`config.mk`:
```
export PLATFORM = sky130hd
export DESIGN_NAME = satpp_ctrl
export DESIGN_NICKNAME = d
export VERILOG_FILES = /design/src/hdl/satpp_pkg.sv /design/src/hdl/satpp_ctrl.sv
export SDC_FILE = /design/constraint.sdc
export NUM_CORES = 1
export LEC_CHECK = 0
export CORE_AREA = 2 2 39 41
export CTS_CLUSTER_SIZE = 10
export DETAILED_ROUTE_END_ITERATION = 10
export DIE_AREA = 0 0 41 43
export DONT_BUFFER_PORTS = 1
export GPL_TIMING_DRIVEN = 0
export HOLD_SLACK_MARGIN = 0.12
export PLACE_DENSITY_LB_ADDON = 0.05
export SETUP_SLACK_MARGIN = 0.15
export SLEW_MARGIN = 30
export SYNTH_ARGS = -nofsm -noshare
export SYNTH_HDL_FRONTEND = slang
export SYNTH_SLANG_ARGS = --single-unit
export TNS_END_PERCENT = 1
```
`constraint.sdc`:
```
create_clock -name clk -period 3.3 [get_ports clk]
set_input_delay 0 -clock clk [delete_from_list [all_inputs] [get_ports clk]]
set_output_delay 0 -clock clk [all_outputs]
set_load 0.05 [all_outputs]
```
`src/hdl/satpp_pkg.sv`:
```
// Package of the polygon collision core: state, command and status types.
// Used by the controller, the datapath and the top level.
package satpp_pkg;

  localparam int DEF_MAX_VERTS = 16;

  localparam int ROOT_STEPS = 32;
  localparam int DIV_STEPS  = 17;

  typedef enum logic [4:0] {
    ST_IDLE, ST_START, ST_RD_I, ST_RD_J, ST_DIFF, ST_NORM, ST_SQX, ST_SQY,
    ST_ROOT, ST_DIVI, ST_DIV, ST_AXIS, ST_PRD, ST_PMUL, ST_PACC, ST_CHECK,
    ST_NEXT, ST_FLIPM, ST_FLIPA, ST_SCM, ST_SCF, ST_MISS, ST_OUT
  } state_t;

  typedef enum logic [4:0] {
    OP_NOP, OP_INIT, OP_RD_I, OP_RD_J, OP_DIFF, OP_NORM, OP_SQX, OP_SQY,
    OP_ROOT, OP_DIVI, OP_DIV, OP_AXIS, OP_PRD, OP_PMUL, OP_PACC, OP_CHECK,
    OP_NEXT, OP_FLIPM, OP_FLIPA, OP_SCM, OP_SCF, OP_MISS, OP_EMIT
  } dp_op_t;

  typedef enum logic [1:0] {
    MODE_VERT_A   = 2'd0,
    MODE_VERT_B   = 2'd1,
    MODE_CENTRE_A = 2'd2,
    MODE_CENTRE_B = 2'd3
  } mode_t;

  typedef struct packed {
    dp_op_t op;
    logic   load;
  } dp_cmd_t;

  typedef struct packed {
    logic empty;
    logic edge_zero;
    logic root_last;
    logic len_zero;
    logic div_last;
    logic proj_last;
    logic sep;
    logic edges_last;
    logic have;
    logic out_free;
  } dp_sts_t;

endpackage

```
`src/hdl/satpp_ctrl.sv`:
```
// Controller of the polygon collision core: sequences loading and the axis test.
// Depends on satpp_pkg; drives the datapath by command and reads its status.
module satpp_ctrl (
  input  logic               clk,
  input  logic               rst,
  input  logic               in_valid,
  input  logic               in_last,
  output logic               in_ready,
  input  satpp_pkg::dp_sts_t sts,
  output satpp_pkg::dp_cmd_t cmd
);

  satpp_pkg::state_t state, state_next;

  always_ff @(posedge clk) begin
    if (rst) begin
      state <= satpp_pkg::ST_IDLE;
    end else begin
      state <= state_next;
    end
  end

  always_comb begin
    state_next = state;
    unique case (state)
      satpp_pkg::ST_IDLE:  if (in_valid && in_last) state_next = satpp_pkg::ST_START;
      satpp_pkg::ST_START: state_next = sts.empty ? satpp_pkg::ST_MISS : satpp_pkg::ST_RD_I;
      satpp_pkg::ST_RD_I:  state_next = satpp_pkg::ST_RD_J;
      satpp_pkg::ST_RD_J:  state_next = satpp_pkg::ST_DIFF;
      satpp_pkg::ST_DIFF:  state_next = satpp_pkg::ST_NORM;
      satpp_pkg::ST_NORM:  state_next = sts.edge_zero ? satpp_pkg::ST_NEXT : satpp_pkg::ST_SQX;
      satpp_pkg::ST_SQX:   state_next = satpp_pkg::ST_SQY;
      satpp_pkg::ST_SQY:   state_next = satpp_pkg::ST_ROOT;
      satpp_pkg::ST_ROOT:  if (sts.root_last) state_next = satpp_pkg::ST_DIVI;
      satpp_pkg::ST_DIVI:  state_next = sts.len_zero ? satpp_pkg::ST_NEXT : satpp_pkg::ST_DIV;
      satpp_pkg::ST_DIV:   if (sts.div_last) state_next = satpp_pkg::ST_AXIS;
      satpp_pkg::ST_AXIS:  state_next = satpp_pkg::ST_PRD;
      satpp_pkg::ST_PRD:   state_next = satpp_pkg::ST_PMUL;
      satpp_pkg::ST_PMUL:  state_next = satpp_pkg::ST_PACC;
      satpp_pkg::ST_PACC:  state_next = sts.proj_last ? satpp_pkg::ST_CHECK : satpp_pkg::ST_PRD;
      satpp_pkg::ST_CHECK: state_next = sts.sep ? satpp_pkg::ST_MISS : satpp_pkg::ST_NEXT;
      satpp_pkg::ST_NEXT:  state_next = sts.edges_last ? satpp_pkg::ST_FLIPM : satpp_pkg::ST_RD_I;
      satpp_pkg::ST_FLIPM: state_next = sts.have ? satpp_pkg::ST_FLIPA : satpp_pkg::ST_MISS;
      satpp_pkg::ST_FLIPA: state_next = satpp_pkg::ST_SCM;
      satpp_pkg::ST_SCM:   state_next = satpp_pkg::ST_SCF;
      satpp_pkg::ST_SCF:   state_next = satpp_pkg::ST_OUT;
      satpp_pkg::ST_MISS:  state_next = satpp_pkg::ST_OUT;
      satpp_pkg::ST_OUT:   if (sts.out_free) state_next = satpp_pkg::ST_IDLE;
      default:             state_next = satpp_pkg::ST_IDLE;
    endcase
  end

  always_comb begin
    in_ready = (state == satpp_pkg::ST_IDLE);
    cmd.load = in_valid && (state == satpp_pkg::ST_IDLE);
    unique case (state)
      satpp_pkg::ST_START: cmd.op = satpp_pkg::OP_INIT;
      satpp_pkg::ST_RD_I:  cmd.op = satpp_pkg::OP_RD_I;
      satpp_pkg::ST_RD_J:  cmd.op = satpp_pkg::OP_RD_J;
      satpp_pkg::ST_DIFF:  cmd.op = satpp_pkg::OP_DIFF;
      satpp_pkg::ST_NORM:  cmd.op = satpp_pkg::OP_NORM;
      satpp_pkg::ST_SQX:   cmd.op = satpp_pkg::OP_SQX;
      satpp_pkg::ST_SQY:   cmd.op = satpp_pkg::OP_SQY;
      satpp_pkg::ST_ROOT:  cmd.op = satpp_pkg::OP_ROOT;
      satpp_pkg::ST_DIVI:  cmd.op = satpp_pkg::OP_DIVI;
      satpp_pkg::ST_DIV:   cmd.op = satpp_pkg::OP_DIV;
      satpp_pkg::ST_AXIS:  cmd.op = satpp_pkg::OP_AXIS;
      satpp_pkg::ST_PRD:   cmd.op = satpp_pkg::OP_PRD;
      satpp_pkg::ST_PMUL:  cmd.op = satpp_pkg::OP_PMUL;
      satpp_pkg::ST_PACC:  cmd.op = satpp_pkg::OP_PACC;
      satpp_pkg::ST_CHECK: cmd.op = satpp_pkg::OP_CHECK;
      satpp_pkg::ST_NEXT:  cmd.op = satpp_pkg::OP_NEXT;
      satpp_pkg::ST_FLIPM: cmd.op = satpp_pkg::OP_FLIPM;
      satpp_pkg::ST_FLIPA: cmd.op = satpp_pkg::OP_FLIPA;
      satpp_pkg::ST_SCM:   cmd.op = satpp_pkg::OP_SCM;
      satpp_pkg::ST_SCF:   cmd.op = satpp_pkg::OP_SCF;
      satpp_pkg::ST_MISS:  cmd.op = satpp_pkg::OP_MISS;
      satpp_pkg::ST_OUT:   cmd.op = sts.out_free ? satpp_pkg::OP_EMIT : satpp_pkg::OP_NOP;
      default:             cmd.op = satpp_pkg::OP_NOP;
    endcase
  end

endmodule

```
* Yosys cells after proc, flatten, opt, wreduce, memory -nomap -nowiden
Index checks and enable logic that the tools add are counted.
Word-level totals: bits of input ports 14, memory bits (writable) 0, bits in latches 0, output and inout port bits 7, memory bits (read-only) 0, register bits 5, memories 0
Operators by class: order comparisons 0, $add $sub $neg 0, bitwise gates (word level) 0, mux-type cells 14, shift operators 0, divide/modulo/power cells 0, equal/unequal tests 26, multiply operators 0, reductions and logical operators 5
Operators by type and width (number):
- 5-bit case mux with 22 select lines | 2
- 5-bit 2-to-1 mux | 9
- 5-bit by 4-bit equality test with 1-bit output (second input constant) | 8
- 5-bit equality test (second input constant) | 7
- 5-bit by 3-bit equality test with 1-bit output (second input constant) | 4
- 5-bit by 2-bit equality test with 1-bit output (second input constant) | 2
- 3-bit 2-to-1 mux | 2
- 2-bit inequality test (second input constant) | 3
- 5-bit by 1-bit equality test with 1-bit output (second input constant) | 1
- 5-bit logical NOT | 1
- 4-bit AND reduction | 1
- 1-bit logical AND | 2
- 2-bit 2-to-1 mux | 1
- 2-bit by 1-bit inequality test with 1-bit output (second input constant) | 1
- 2-bit OR reduction | 1

* Longest topological paths before layout
depth in word-level cells 3, gate-level depth with buffers 7, depth with buffers taken out 5

* Worst setup path before layout
No wires, ideal clock.
path kind reg2out, from register state[0], to output port cmd[3] (netlist bit), path slack 1.436 ns, arrival time 1.864 ns, cell stages (with the launch flop) 6, path through dfxtp_1 > buf_6 > inv_4 > nand2_1 > a21o_1 > a21boi_0
RTL lines:
- from (decl) | RTL line satpp_ctrl.sv:13 | satpp_pkg::state_t state, state_next;
- from (signal assigned) | RTL line satpp_ctrl.sv:17 | state <= satpp_pkg::ST_IDLE;
- from (signal assigned) | RTL line satpp_ctrl.sv:19 | state <= state_next;
- to (decl) | RTL line satpp_ctrl.sv:10 | output satpp_pkg::dp_cmd_t cmd

* Final worst setup path
from register state[3], to register state[2]
Between the ends: cells in the longest elaborated chain, start to end 3, elaborated cells between the ends (all ways) 30, those cells by class 26 x eq/ne; 1 x mux; 3 x reduce/logical
Ends and longest elaborated chain:
- 5-bit equality test (tied with other cells) | RTL line satpp_ctrl.sv:25 | unique case (state)
- 2-bit OR reduction (no line) (tied with other cells)
- 5-bit case mux with 22 select lines or 4-bit AND reduction (tied branches)
Parallel ways exist; a longest one is shown, timed or not. A chain may end at the register's enable or synchronous reset.

==> run_results.csv <==
group,metric,value,unit
clock_network,clock_sinks,5,
clock_network,cts_tree,"yes",
synth,synth_area_leaders,"dfxtp_1, o21ai_0, a21oi_1, nand2_1, and2_1",
critical_path,critPathArrivalTime,2360,ps
synth,synth_top_family_by_area,"simple AND/OR/NAND/NOR gates",
synth,synth_common_cells,"o21ai_0, nand2_1, a21oi_1",
place,place.gp.congestion,0.900,
synth,yosys.cell_count.top_type,"o21ai_0",
timing,fin_crit,2180,ps
pwr,powerDensity,883,nW/µm²
global_routing,met1_usage,33.3,%
synth,synth_mux_area_share,3.08,%
synth,synth_cells,92,
drt,wirelength,1840,µm
global_routing,top_usage_layer,"met2",
drt,viasPerCell,6.25,
run,drv_cap,0,
global_routing,grt_pass1_wl,2930,µm
floorplanning,start_util,46.9,%
layout,largest_register_ffs,5,
critical_path,r2r_slack,1120,ps
drt,postRouteAntennaNets,0,
min_path,min-delay-path-class,"in2reg",
clock_network,clkTransAtPathRegs,40,ps
timing,final_hold_viol_count,0,
layout,reg_top3,"state (5)",
pwr,power.clock.fraction,10.2,%
global_routing,grt_util_met2,33.8,%
drt,first_iter_violations,30,
timing,setup_tns,0,ps
global_routing,grt_max_degree,11,
global_routing,antenna_found_initial,0,
place,post-dp-hpwl,1340,µm
layout,num_antenna_cells,0,
floorplanning,die_w,41,µm
synth,synth_xor_area_share,0,%
critical_path,required,3480,ps
layout,utilization,55.5,%
timing,finClkSkew,1.57,ps
critical_path,crit_chain,"buf_6, nor2b_2, nand4_1, o32a_1, a31oi_1, dlygate4sd3_1",
critical_path,path_class,"reg2reg",
pwr,p_sw,390,µW
synth,ys_types,39,
pwr,internal_power,288,µW
global_routing,overflow,0,
clock_network,clockBufferDepth,2,
layout,drive_gt1_share,14.6,%
clock_network,cts_made_buffers,3,
drt,avgRoutedWirePerCell,15.4,µm
clock_network,insertion_delay,240,ps
pwr,seq_power_share,13.2,%
timing,finalMaxSlewViolations,0,
pwr,total_leakage_power,0.304,nW
layout,stdcell_count,119,
floorplanning,die_h,43,µm
synth,async_flop_share,0,%
floorplanning,io_pins,21,
clock_network,htreeDepth,1,
timing,holdWs,156,ps
layout,finalNetCount,118,
critical_path,slowest_stage,"dlygate4sd3_1",
floorplanning,rows,14,
synth,ys_warn_count,0,
timing,rsz0062_at_grt,"false",
critical_path,ff2ff_path_depth,6,
clock_network,ctsResizeCount,0,
synth,synthesis.nets,106,
timing,fmax,0.459,GHz
place,placed_cells,108,
timing,min_period_over_period,66.0,%
place,port_buffers,0,
timing,maxSlewHeadroom,32.1,%
pwr,p_sw_share,57.6,%
drt,firstDrtPassIters,4,
global_routing,grt_pass1_vias,644,
critical_path,cp.depth,6,
pwr,ir_drop,0.528,mV
critical_path,end_kind,"register",
timing,worstMarginPinSlew,1020,ps
synth,synth_top_area_cell,"dfxtp_1",
timing,setup_violations,0,
critical_path,crit_fanout,10,
critical_path,crit_buf_inv,2,
min_path,hold_depth,4,
layout,syn2layout_area_growth,18.3,%
floorplanning,core,1380,µm²
floorplanning,die-area,1760,µm²
run_status,status,"complete, no violations",
synth,synth_compound_area_share,33.3,%
critical_path,crit_family,"simple AND/OR/NAND/NOR gates",
drt,dr_total_vias,744,
critical_path,cp_slowest_stage_delay,560,ps
layout,regMostFlops,"state",
synth,ys_seq_area_share,15.4,%
synth,synth_edf_count,0,
synth,postSynthAreaPerCell,7.06,µm²
global_routing,use_met3,12.0,%
synth,synth_seq_cells,5,
synth,syn_area,649,µm²
synth,synth_fa_ha_area_share,1.54,%
clock_network,clockRootBuffer,"clkbuf_4",
critical_path,startpoint_type,"register",
synth,synth_top_area_share,15.4,%
drt,drc,0,
synth,yosys.area_share.simple,34.9,%
synth,ys.flop_type,"dfxtp_1",
pwr,pwr-share-comb,76.6,%
global_routing,track_usage,24.3,%
stage by stage:
| step | total power, mW | setup WS [ps] | cell area (µm²) |
|---|---|---|---|
| 6_report | 0.678 | 1120 | 768 |
| 5_1_grt | 0.733 | 1000 | 768 |
| 4_1_cts | 0.676 | 1100 | 768 |
| 3_5_place_dp | 0.586 | 1500 | 672 |
| 3_3_place_gp | 0.586 | 1230 | 669 |
| 2_1_floorplan | 0.513 | 1440 | 649 |
metal layers:
metal / wire length (µm) / vias to the layer above / part of all wire (%)
met1: 816 / 342 / 44
met2: 846 / 36 / 46
met5: 0 / - / 0
met3: 160 / 2 / 8.7
met4: 14 / 0 / 0.76
li1: - / 364 / -
worst min-delay path: stages:
cell and delay, ps:
mux2i_1 50, nand2_1 60, o211a_1 150, o32ai_1 80
cell type report:
type	instances	area (µm²)
flip-flops and latches	5	100
clock buffers	4	26.3
repair buffers	7	70.1
fillers	143	616
inverters	4	17.5
well taps	16	20.0
plain buffers	9	58.8
multi-input cells	74	475
power groups by stage:
stage | clock network [mW] | logic (mW) | registers, mW
after detailed placement | 0 | 0.496 | 0.0905
after floorplan | 0 | 0.425 | 0.0887
after global routing | 0.0797 | 0.559 | 0.0940
after global placement | 0 | 0.496 | 0.0907
final | 0.0693 | 0.520 | 0.0894
after CTS | 0.0722 | 0.514 | 0.0896
path summary, 6_finish.rpt:
kind | from | to
setup reg to reg | state[3] | state[2]
setup / recovery | state[3] | state[2]
hold / removal | sts[7] | state[1]
hold reg to reg | state[1] | state[1]
kinds of logic after synthesis:
group | count (synthesis)
simple gates | 39
compound gates | 32
buf+inv | 13
flops | 5
mux | 2
fa+ha+maj | 1
cells in the final DEF (no fill, tap or decap), drive strengths merged, types with 3 or more instances in the layout:
cell type	n
o21ai	8
buf	8
nand2	7
dlygate4sd3	7
a21oi	6
dfxtp	5
nor2	5
clkbuf	5
and2	4
nor3	4
nor2b	4
inv	4
a21o	3
a31oi	3
nor3b	3
repair_timing:
action	CTS	global route
hold buffers	7	0
setup endpoints to repair	0	0
hold endpoints to repair	5	0
setup buffers	0	0
No activity file was read; power rests on OpenSTA's default activity.
